**config.mk**
```make
export PLATFORM = sky130hd
export DESIGN_NAME = button_autofire_tap_toggle_core
export DESIGN_NICKNAME = d
export VERILOG_FILES = /design/src/rtl/bat_pkg.sv /design/src/rtl/bat_div.sv /design/src/rtl/button_autofire_tap_toggle_core.sv
export SDC_FILE = /design/constraint.sdc
export NUM_CORES = 1
export LEC_CHECK = 0
export ABC_AREA = 1
export BUFFER_PORTS_ARGS = -buffer_cell sky130_fd_sc_hd__buf_2
export CAP_MARGIN = 20
export CORE_UTILIZATION = 60
export CTS_BUF_LIST = sky130_fd_sc_hd__clkbuf_4
export DETAILED_ROUTE_END_ITERATION = 16
export PLACE_DENSITY_LB_ADDON = 0.15
export SKIP_CTS_REPAIR_TIMING = 1
export SLEW_MARGIN = 20
export SYNTH_ARGS = -nofsm -noshare
export SYNTH_HDL_FRONTEND = slang
export SYNTH_SLANG_ARGS = --single-unit
```
**constraint.sdc**
```tcl
create_clock -name clk -period 7.7 [get_ports clk]
set_input_delay 0.385 -clock clk [delete_from_list [all_inputs] [get_ports clk]]
set_output_delay 0.385 -clock clk [all_outputs]
set_load 0.02 [all_outputs]
```
**src/rtl/bat_pkg.sv**
```systemverilog
// Shared constants, codes and types for the button autofire block.
package bat_pkg;

    localparam int TIME_W    = 32;
    localparam int TAP_W     = 6;
    localparam int BTN_N     = 4;
    localparam int ADDR_W    = 4;
    localparam int DATA_W    = 32;
    localparam int MODE_W    = 2;
    localparam int DEF_LANES = 4;

    localparam logic [TAP_W-1:0]  TAP_MAX    = 6'd63;
    localparam logic [MODE_W-1:0] RST_MODE   = 2'd1;
    localparam logic [TIME_W-1:0] RST_WINDOW = 32'd200000;
    localparam logic [TIME_W-1:0] RST_PERIOD = 32'd75000;
    localparam logic [TAP_W-1:0]  RST_TAPS   = 6'd2;

    typedef enum logic [MODE_W-1:0] {
        MODE_PASS   = 2'd0,
        MODE_ASSIST = 2'd1,
        MODE_TOGGLE = 2'd2
    } bat_mode_t;

    typedef enum logic [1:0] {
        REG_FIRE_MODE    = 2'd0,
        REG_TAP_WINDOW   = 2'd1,
        REG_PULSE_PERIOD = 2'd2,
        REG_TAPS_NEEDED  = 2'd3
    } bat_reg_t;

    typedef enum logic [1:0] {
        ST_IDLE,
        ST_LANE,
        ST_WAIT,
        ST_FINISH
    } bat_state_t;

    // Status returned by the serial divider.
    typedef struct packed {
        logic done;
        logic odd;
    } bat_div_stat_t;

endpackage

```
**src/rtl/bat_div.sv**
```systemverilog
// Bit-serial restoring divider that reports the parity of the quotient.
module bat_div
    import bat_pkg::*;
(
    input  logic                clk,
    input  logic                rst_n,
    input  logic                start,
    input  logic [TIME_W-1:0]   dividend,
    input  logic [TIME_W-1:0]   divisor,
    output bat_div_stat_t       stat
);

    localparam int CNT_W = $clog2(TIME_W + 1);

    logic [TIME_W:0]    rem_reg;
    logic [TIME_W:0]    rem_next;
    logic [TIME_W-1:0]  dvd_reg;
    logic [TIME_W-1:0]  dsr_reg;
    logic [CNT_W-1:0]   cnt_reg;
    logic               run_reg;
    logic               done_reg;
    logic               odd_reg;
    logic [TIME_W:0]    rem_sh;
    logic [TIME_W+1:0]  diff;
    logic               qbit;

    // One quotient bit per cycle: shift in the next dividend bit and try the subtract.
    always_comb
    begin
        rem_sh   = {rem_reg[TIME_W-1:0], dvd_reg[TIME_W-1]};
        diff     = {1'b0, rem_sh} - {2'b00, dsr_reg};
        qbit     = ~diff[TIME_W+1];
        rem_next = qbit ? diff[TIME_W:0] : rem_sh;
    end

    always_ff @(posedge clk or negedge rst_n)
    begin
        if (!rst_n)
        begin
            run_reg  <= 1'b0;
            done_reg <= 1'b0;
            cnt_reg  <= '0;
        end
        else
        begin
            done_reg <= 1'b0;
            if (start)
            begin
                run_reg <= 1'b1;
                cnt_reg <= CNT_W'(TIME_W);
            end
            else if (run_reg)
            begin
                cnt_reg <= cnt_reg - CNT_W'(1);
                if (cnt_reg == CNT_W'(1))
                begin
                    run_reg  <= 1'b0;
                    done_reg <= 1'b1;
                end
            end
        end
    end

    always_ff @(posedge clk)
    begin
        if (start)
        begin
            rem_reg <= '0;
            dvd_reg <= dividend;
            dsr_reg <= (divisor == '0) ? TIME_W'(1) : divisor;
        end
        else if (run_reg)
        begin
            rem_reg <= rem_next;
            dvd_reg <= {dvd_reg[TIME_W-2:0], 1'b0};
            odd_reg <= qbit;
        end
    end

    assign stat.done = done_reg;
    assign stat.odd  = odd_reg;

endmodule

```
**src/rtl/button_autofire_tap_toggle_core.sv**
```systemverilog
// Top level of the button autofire block: configuration registers, lane sequencer and output.
//
// Each input beat carries a timestamp, the fire button levels and the toggle button level,
// and yields exactly one output beat of processed fire levels. In tap assist and toggle
// modes the lanes are handled one after another, each taking a set-up state (ST_LANE) and
// then a run of the shared bit-serial divider that finds the pulse phase; in pass-through
// modes the sample goes straight to the finish state. A new beat is taken while the
// previous result still waits on the output.
// Configuration should only be written while no beat is in flight.
module button_autofire_tap_toggle_core
    import bat_pkg::*;
#(
    parameter int LANES = DEF_LANES
)
(
    input  logic                clk,
    input  logic                rst_n,
    input  logic                psel,
    input  logic                penable,
    input  logic                pwrite,
    input  logic [ADDR_W-1:0]   paddr,
    input  logic [DATA_W-1:0]   pwdata,
    output logic [DATA_W-1:0]   prdata,
    output logic                pready,
    input  logic                s_tvalid,
    output logic                s_tready,
    input  logic [39:0]         s_tdata,    // time_us[31:0], pressed_bits[35:32], toggle_level[36]
    output logic                m_tvalid,
    input  logic                m_tready,
    output logic [7:0]          m_tdata     // fire_bits[3:0]
);

    localparam int LANE_W = (LANES > 1) ? $clog2(LANES) : 1;

    // Configuration registers
    logic [MODE_W-1:0]  mode_reg;
    logic [TIME_W-1:0]  win_reg;
    logic [TIME_W-1:0]  per_reg;
    logic [TAP_W-1:0]   need_reg;

    // Lane state
    logic [TIME_W-1:0]  stamp_reg [LANES];
    logic [TAP_W-1:0]   taps_reg  [LANES];
    logic [LANES-1:0]   prev_reg;
    logic [LANES-1:0]   en_reg;

    // Sample and sequencing
    bat_state_t         state_reg, state_next;
    logic [LANE_W-1:0]  lane_reg, lane_next;
    logic [TIME_W-1:0]  time_reg;
    logic [BTN_N-1:0]   pbits_reg;
    logic               tog_reg;
    logic [LANES-1:0]   res_reg, res_next;
    logic               m_tvalid_reg, m_tvalid_next;
    logic [BTN_N-1:0]   fire_reg, fire_next;

    logic [LANES-1:0]   press_vec;
    logic [LANES-1:0]   press_in;
    logic [BTN_N-1:0]   fire_vec;

    logic               div_start;
    bat_div_stat_t      div_stat;

    logic               upd_en;
    logic [TIME_W-1:0]  elapsed;
    logic               in_window;
    logic               pressed;
    logic               prev;
    logic [TAP_W-1:0]   taps;
    logic               en;
    logic               pulse;
    logic [TIME_W-1:0]  stamp_next;
    logic [TAP_W-1:0]   taps_next;
    logic               prev_next;
    logic               en_next;
    logic               lane_out;
    logic               cfg_wr;
    logic               in_acc;

    assign pready   = 1'b1;
    assign cfg_wr   = psel && penable && pwrite;
    assign s_tready = (state_reg == ST_IDLE);
    assign in_acc   = s_tvalid && s_tready;
    assign m_tvalid = m_tvalid_reg;
    assign m_tdata  = {4'b0000, fire_reg};

    // Only the first four lanes have a button behind them and reach the output.
    for (genvar i = 0; i < LANES; i++)
    begin : g_lane_map
        if (i < BTN_N)
        begin : g_btn
            assign press_vec[i] = pbits_reg[i];
            assign press_in[i]  = s_tdata[TIME_W + i];
        end
        else
        begin : g_none
            assign press_vec[i] = 1'b0;
            assign press_in[i]  = 1'b0;
        end
    end

    for (genvar i = 0; i < BTN_N; i++)
    begin : g_out_map
        if (i < LANES)
        begin : g_used
            assign fire_vec[i] = res_reg[i];
        end
        else
        begin : g_unused
            assign fire_vec[i] = 1'b0;
        end
    end

    always_ff @(posedge clk or negedge rst_n)
    begin
        if (!rst_n)
        begin
            mode_reg <= RST_MODE;
            win_reg  <= RST_WINDOW;
            per_reg  <= RST_PERIOD;
            need_reg <= RST_TAPS;
        end
        else if (cfg_wr)
        begin
            case (bat_reg_t'(paddr[3:2]))
                REG_FIRE_MODE:    mode_reg <= pwdata[MODE_W-1:0];
                REG_TAP_WINDOW:   win_reg  <= pwdata[TIME_W-1:0];
                REG_PULSE_PERIOD: per_reg  <= pwdata[TIME_W-1:0];
                REG_TAPS_NEEDED:  need_reg <= pwdata[TAP_W-1:0];
                default:          ;
            endcase
        end
    end

    always_comb
    begin
        case (bat_reg_t'(paddr[3:2]))
            REG_FIRE_MODE:    prdata = {{(DATA_W-MODE_W){1'b0}}, mode_reg};
            REG_TAP_WINDOW:   prdata = win_reg;
            REG_PULSE_PERIOD: prdata = per_reg;
            REG_TAPS_NEEDED:  prdata = {{(DATA_W-TAP_W){1'b0}}, need_reg};
            default:          prdata = '0;
        endcase
    end

    bat_div u_div
    (
        .clk      (clk),
        .rst_n    (rst_n),
        .start    (div_start),
        .dividend (elapsed),
        .divisor  (per_reg),
        .stat     (div_stat)
    );

    // Per-lane update of the lane currently selected; the stamp is unchanged until it runs.
    always_comb
    begin
        elapsed    = time_reg - stamp_reg[lane_reg];
        in_window  = elapsed < win_reg;
        pressed    = press_vec[lane_reg];
        prev       = prev_reg[lane_reg];
        taps       = taps_reg[lane_reg];
        en         = en_reg[lane_reg];
        pulse      = ~div_stat.odd;
        stamp_next = stamp_reg[lane_reg];
        taps_next  = taps;
        prev_next  = prev;
        en_next    = en;
        lane_out   = pressed;
        if (mode_reg == MODE_ASSIST)
        begin
            if (pressed && !prev)
            begin
                stamp_next = time_reg;
                if (in_window && taps != TAP_MAX)
                begin
                    taps_next = taps + TAP_W'(1);
                end
            end
            if (!pressed && !in_window)
            begin
                taps_next = '0;
            end
            if (pressed && taps_next >= need_reg)
            begin
                lane_out = pulse;
            end
            prev_next = pressed;
        end
        else
        begin
            if (!pressed)
            begin
                stamp_next = time_reg;
            end
            if (prev && !tog_reg && pressed)
            begin
                en_next = ~en;
            end
            if (en && pressed)
            begin
                lane_out = pulse;
            end
            prev_next = tog_reg;
        end
    end

    always_comb
    begin
        state_next    = state_reg;
        lane_next     = lane_reg;
        res_next      = res_reg;
        fire_next     = fire_reg;
        m_tvalid_next = m_tvalid_reg && !m_tready;
        div_start     = 1'b0;
        upd_en        = 1'b0;
        case (state_reg)
            ST_IDLE:
            begin
                if (in_acc)
                begin
                    lane_next = '0;
                    if (mode_reg == MODE_ASSIST || mode_reg == MODE_TOGGLE)
                    begin
                        state_next = ST_LANE;
                    end
                    else
                    begin
                        res_next   = press_in;
                        state_next = ST_FINISH;
                    end
                end
            end
            ST_LANE:
            begin
                div_start  = 1'b1;
                state_next = ST_WAIT;
            end
            ST_WAIT:
            begin
                if (div_stat.done)
                begin
                    upd_en             = 1'b1;
                    res_next[lane_reg] = lane_out;
                    if (lane_reg == LANE_W'(LANES - 1))
                    begin
                        state_next = ST_FINISH;
                    end
                    else
                    begin
                        lane_next  = lane_reg + LANE_W'(1);
                        state_next = ST_LANE;
                    end
                end
            end
            ST_FINISH:
            begin
                if (!m_tvalid_reg || m_tready)
                begin
                    fire_next     = fire_vec;
                    m_tvalid_next = 1'b1;
                    state_next    = ST_IDLE;
                end
            end
            default:
            begin
                state_next = ST_IDLE;
            end
        endcase
    end

    always_ff @(posedge clk or negedge rst_n)
    begin
        if (!rst_n)
        begin
            state_reg    <= ST_IDLE;
            lane_reg     <= '0;
            m_tvalid_reg <= 1'b0;
        end
        else
        begin
            state_reg    <= state_next;
            lane_reg     <= lane_next;
            m_tvalid_reg <= m_tvalid_next;
        end
    end

    always_ff @(posedge clk or negedge rst_n)
    begin
        if (!rst_n)
        begin
            for (int i = 0; i < LANES; i++)
            begin
                stamp_reg[i] <= '0;
                taps_reg[i]  <= '0;
            end
            prev_reg <= '0;
            en_reg   <= '0;
        end
        else if (upd_en)
        begin
            stamp_reg[lane_reg] <= stamp_next;
            taps_reg[lane_reg]  <= taps_next;
            prev_reg[lane_reg]  <= prev_next;
            en_reg[lane_reg]    <= en_next;
        end
    end

    always_ff @(posedge clk)
    begin
        if (in_acc)
        begin
            time_reg  <= s_tdata[TIME_W-1:0];
            pbits_reg <= s_tdata[TIME_W+BTN_N-1:TIME_W];
            tog_reg   <= s_tdata[TIME_W+BTN_N];
        end
        res_reg  <= res_next;
        fire_reg <= fire_next;
    end

`ifndef SYNTHESIS
    // A taken beat starts work, so no second beat is taken in the next cycle.
    a_one_in_flight: assert property (@(posedge clk) disable iff (!rst_n)
        s_tvalid && s_tready |=> !s_tready)
        else $error("second beat accepted while one is in flight");

    // The divider only finishes while the sequencer waits on it.
    a_div_done_wait: assert property (@(posedge clk) disable iff (!rst_n)
        div_stat.done |-> state_reg == ST_WAIT)
        else $error("divider finished outside its wait state");

    // Leaving the finish state always presents a result and frees the input.
    a_finish_out: assert property (@(posedge clk) disable iff (!rst_n)
        state_reg == ST_FINISH && (!m_tvalid || m_tready) |=> m_tvalid && s_tready)
        else $error("result not presented on leaving finish state");
`endif

endmodule
```
Word level (Yosys, flattened, before mapping)
Index checks and enable logic that the tools add are counted.
- latch bits: 0
- logic and storage cells: 164
- memories kept: 0
- register bits: 387
- input bits: 83
- RAM bits: 0
- bits in read-only memories: 0
- bitwise gates (word level): 5
- shift operators: 0
- multiply operators: 0
- order comparisons: 6
- multiplexer cells: 68
- add/sub/neg operators: 5
- reductions and logical operators: 35
- equal/unequal tests: 16
- divide/modulo/power cells: 0
- operators by type and width (kind ; count):
    two-way mux 32 bit ; 9
    bitwise mux 128 bit ; 1
    one-hot mux 32 bit (4 select lines) ; 1
    binary-select mux 32 bit (select 2 bit) ; 1
    demux 32 bit (select 2 bit) ; 1
    two-way mux 6 bit ; 10
    subtractor 33 x 32 -> 34 bit ; 1
    zero test 32 bit ; 1
    less-than comparator 32 bit ; 1
    subtractor 32 bit ; 1
    bitwise mux 24 bit ; 1
    two-way mux 1 bit ; 21
    two-way mux 2 bit ; 8
    logical AND 1 bit ; 13
    binary-select mux 6 bit (select 2 bit) ; 1
    bitwise mux 4 bit ; 3
    demux 6 bit (select 2 bit) ; 1
    == test 2 bit (second input constant) ; 6
    two-way mux 4 bit ; 3
    AND reduction 2 bit ; 6
    one-hot mux 2 bit (4 select lines) ; 1
    one-hot mux 4 bit (2 select lines) ; 1
    AND reduction 4 bit ; 2
    adder 6 x 1 -> 6 bit (second input constant) ; 1
    22 further kinds ; 40

Depth between registers and ports, before layout
- depth after elaboration: 18
- mapped depth: 46
- gate-level depth less buffers: 41

By module
From an unflattened synthesis, not the netlist that was laid out.
- cells, all modules: 2966
- area, all modules: 22962.0 um^2
- by module, submodules not included (module ; instances ; cells an instance ; area an instance (um^2)):
    button_autofire_tap_toggle_core ; 1 ; 1942 ; 15910.3
    bat_div ; 1 ; 1024 ; 7051.8

Least setup slack after synthesis
OpenSTA, ideal clock, no wires.
- path type: register -> register
- start: register lane_reg[0]
- end: register res_reg[0], in the netlist fire_vec[0], data pin
- cell stages (with the launch flop): 44
- slack: 2.147 ns
- library setup time: 0.130 ns
- arrival time: 5.423 ns
- required time: 7.570 ns
- cell sequence: dfrtp_1 > buf_6 > inv_4 > buf_6 > buf_6 > buf_6 > buf_4 > nand2_1 > a32oi_1 > inv_2 > ha_1 > a21oi_1 > nand2_1 > a21oi_1 > o21bai_1 > nand3_1 > nand3_1 > a21oi_1 > [... 8 more ...] > nor2_1 > nand2_1 > nand2_1 > nand2_1 > nand3_1 > o21a_1 > ha_1 > o21ai_0 > a21boi_0 > o21ai_0 > nand2_1 > nand2_1 > nand2_1 > nand2_1 > nand2_1 > a31oi_1 > nand3_1 > nand2_1
- word-level cells in the longest chain between the ends: 18
- RTL lines (item ; RTL line ; source):
    from (decl) ; button_autofire_tap_toggle_core.sv:49 ; logic [LANE_W-1:0] lane_reg, lane_next;
    from (signal assigned) ; button_autofire_tap_toggle_core.sv:284 ; lane_reg <= lane_next;
    inverter 2 -> 3 bit (implied by the code) ; button_autofire_tap_toggle_core.sv:159, button_autofire_tap_toggle_core.sv:163 ;
    binary-select mux 32 bit (select 2 bit) ; button_autofire_tap_toggle_core.sv:159 ; elapsed = time_reg - stamp_reg[lane_reg];
    two-way mux 32 bit (implied by the code) (2 in a row) ; button_autofire_tap_toggle_core.sv:159 ;
    subtractor 32 bit ; button_autofire_tap_toggle_core.sv:159 ;
    less-than comparator 32 bit ; button_autofire_tap_toggle_core.sv:160 ; in_window = elapsed < win_reg;
    logical AND 1 bit ; button_autofire_tap_toggle_core.sv:176 ; if (in_window && taps != TAP_MAX)
    two-way mux 6 bit ; button_autofire_tap_toggle_core.sv:176 ;
    two-way mux 6 bit ; button_autofire_tap_toggle_core.sv:173 ; if (pressed && !prev)
    [... 2 more ...] ; n/a ;
    >= comparator 6 bit ; button_autofire_tap_toggle_core.sv:185 ; if (pressed && taps_next >= need_reg)
    logical AND 1 bit ; button_autofire_tap_toggle_core.sv:185 ;
    two-way mux 1 bit ; button_autofire_tap_toggle_core.sv:185 ;
    two-way mux 1 bit ; button_autofire_tap_toggle_core.sv:171 ; if (mode_reg == MODE_ASSIST)
    bitwise mux 4 bit (*) ; button_autofire_tap_toggle_core.sv:245 ; res_next[lane_reg] = lane_out;
    two-way mux 4 bit (*) ; button_autofire_tap_toggle_core.sv:242 ; if (div_stat.done)
    one-hot mux 4 bit (2 select lines) (*) ; button_autofire_tap_toggle_core.sv:218 ; case (state_reg)
    named net res_next[0] ; button_autofire_tap_toggle_core.sv:53 ; logic [LANES-1:0] res_reg, res_next;
    to (signal assigned) ; button_autofire_tap_toggle_core.sv:318 ; res_reg <= res_next;
    to (decl) ; button_autofire_tap_toggle_core.sv:53 ;
Mark *: on every way through the listed nets, which the timed path passes. The rest lies on a longest branch. The select of a mux whose other input is x is not followed.
A chain may end at the register's enable or synchronous reset.

Worst setup path after layout
Same ends and word-level chain as after synthesis.

==> flow_metrics.tcl <==
set metrics [dict create \
    critPathArrivalTime_ps 7610 \
    maxSlewHeadroom_pct 29.6 \
    rsz0062_at_grt "no" \
    synth-edff-count 110 \
    status "complete, no violations" \
    setup_viol 0 \
    crit_required_ps 8370 \
    die_area_um2 37500 \
    viasPerCell 5.74 \
    clock.fmax_mhz 144 \
    ir_worst_vdd_v 0.000133 \
    cap_violations 0 \
    finalMaxSlewViolations 0 \
    drt_iter0_drc 1591 \
    ys.flop_type "dfrtp_1" \
    ant_nets 0 \
    worstHoldStart "paddr[2]" \
    die_height_um 194 \
    ys_warn_count 0 \
    largest_reg_flops 128 \
    start_kind "flip-flop" \
    worstMarginPinSlew_ps 1050 \
    dr_total_vias 20100 \
    async_reset_ff_share_pct 63.3 \
    ys_ff_latch 387 \
    rows 69 \
    timing.final.crit_period_ps 6940 \
    portBuffers 115 \
    start_util_pct 61.5 \
    reg2reg_from "lane_reg[0]" \
    grt_use_total_pct 32.6 \
    worstSetupPathType "reg -> reg" \
    ys_seq_area_share_pct 45.8 \
    globalRouteMet3Util_pct 5.51 \
    worstSkewPairLatency_ps 830 \
    clkSinkCount 387 \
    finClkSkew_ps 77.8 \
    die_w_um 194 \
    crit_start "lane_reg[0]" \
    cpMostUsedCell "nand2_1" \
    clk_pin_slew_ps 70 \
    drive_gt1_share_pct 13.0 \
    synth_area_per_cell_um2 7.92 \
    post-route-period-util_pct 90.1 \
    cts_root_buf "clkbuf_4" \
    wl_mm 62.5 \
    synthCells 2783 \
    cpPeakStageDelay_ps 520 \
    pin_count 126 \
    gr-usage-met2_pct 53.0 \
    cp-end-kind "flip-flop" \
    grt_max_degree 190 \
    p_per_area_nw_per_um2 187 \
    nets 3145 \
    wire_per_inst_um 17.8 \
    cts_buffers 104 \
    p_total_mw 4.66 \
    gp_congestion 1.00 \
    syn-cell-area_um2 22000 \
    cp_max_fo 38 \
    min_path_type "in -> reg" \
    cp_slowest_cell "a21oi_1" \
    clock_path_buffers 3 \
    drc 0 \
    grt_pass1_vias 18900 \
    ys_types 57 \
    setup_tns_ps 0 \
    use_met1_pct 42.9 \
    overflow 0 \
    core_region_area_um2 35800 \
    h-tree-depth 3 \
    first_pass_iters 6 \
    antenna_found_initial 1 \
    busiest_layer "met2" \
    utilization_pct 69.6 \
    syn2layout_area_growth_pct 13.1 \
    cts_tree "built" \
    dp_hpwl_mm 43.0 \
    power_leakage_nw 11.3 \
    grt_pass1_wl_mm 97.8 \
    hold_viol_final 0 \
]
-- layer usage --
| layer | part of all wire (%) | wire, um |
|---|---|---|
| met1 | 42 | 26000 |
| met2 | 48 | 29900 |
| met3 | 6.7 | 4180 |
| met4 | 3.9 | 2410 |
| met5 | 0 | 0 |
-- through the flow --
step / cells / instance area, um^2 / hold WS, ps / setup WS [ps]
after global routing: 3501 / 24900 / 34.5 / 63.5
after floorplan: 2786 / 22100 / 89.4 / 2150
after CTS: 3424 / 24100 / -530 / 828
after global placement: 3230 / 22700 / 332 / 1110
final: 3502 / 24900 / 28.3 / 763
after detailed placement: 3231 / 22800 / 338 / 856
-- worst max-delay path, delay by kind of cell, from the launching register on --
family / cells / cell delay, ps
and+or+nand+nor: 22 / 2660
AOI/OAI and AO/OA: 10 / 2350
adders and majority gates: 3 / 870
buffers and inverters: 3 / 460
DFF: 1 / 440
-- area by class of cell --
type / count / area, um^2
Antenna cell: 2 / 5.00
Fill cell: 2970 / 10900
Clock inverter: 35 / 183
Inverter: 291 / 1090
Sequential cell: 387 / 10100
Multi-Input combinational cell: 1953 / 10200
Clock buffer: 158 / 1190
Tap cell: 461 / 577
Timing Repair Buffer: 215 / 1600
-- worst paths after layout --
kind	endpoint	slack (ps)	depth (start not counted)
max in group asynchronous	stamp_reg[55]	6200	4
setup reg to reg	fire_vec[0]	760	38
min in group asynchronous	per_reg[17]	110	2
hold / removal	mode_reg[0]	30	4
setup / recovery	fire_vec[0]	760	38
hold reg to reg	fire_reg[0]	420	0
-- synth_stat cells, drive strengths merged, types with 30 or more instances --
| cell | count | share of area, % |
|---|---|---|
| o21ai | 357 | 8.1 |
| nor2 | 135 | 2.4 |
| a21oi | 194 | 4.5 |
| inv | 289 | 4.9 |
| dfrtp | 229 | 26 |
| clkbuf | 101 | 1.7 |
| ha | 108 | 6.1 |
| edfxtp | 110 | 15 |
| nand3 | 102 | 2.5 |
| a32oi | 30 | 1.2 |
| nand2 | 804 | 14 |
| dfxtp | 32 | 2.9 |
| buf | 54 | 1.5 |
-- power by group --
group	switching [mW]	internal [mW]	leakage [nW]
registers	0.0608	2.22	4.36
clock network	0.886	0.974	0.813
logic	0.343	0.172	6.09
-- cells in the final DEF (no fill, tap or decap), drive strengths merged, types with 2 or more instances in the layout --
cell and instances:
a211oi 16, nand3 102, dfstp 16, conb 5, dfrtp 229, o2111ai 2
fa 2, diode 2, o221ai 6, clkbuf 158, a32oi 30, dlygate4sd3 74
a21o 16, o211ai 9, or2 3, buf 141, a21boi 5, o21bai 9
and2 9, ha 108, a31oi 12, nor3 14, a32o 2, a21oi 194
clkinv 33, o21a 4, nand2 804, o22ai 29, nor4 13, xnor2 19
edfxtp 110, xor2 23, nor2 135, nand3b 4, o21ai 357, inv 291
dfxtp 32, nand4 18
-- cells by family (layout without fill, tap and decap cells) --
group | count (synthesis) | in the layout | synth area share [%]
fa+ha+maj | 110 | 110 | 6.31
simple gates | 1103 | 1103 | 20.5
flops | 387 | 387 | 45.8
other cells | 2 | 7 | 0.0341
buf+inv | 446 | 699 | 8.20
xor+xnor | 42 | 42 | 1.67
compound gates | 693 | 693 | 17.5
Note: power is estimated with default switching activity, not from simulation.
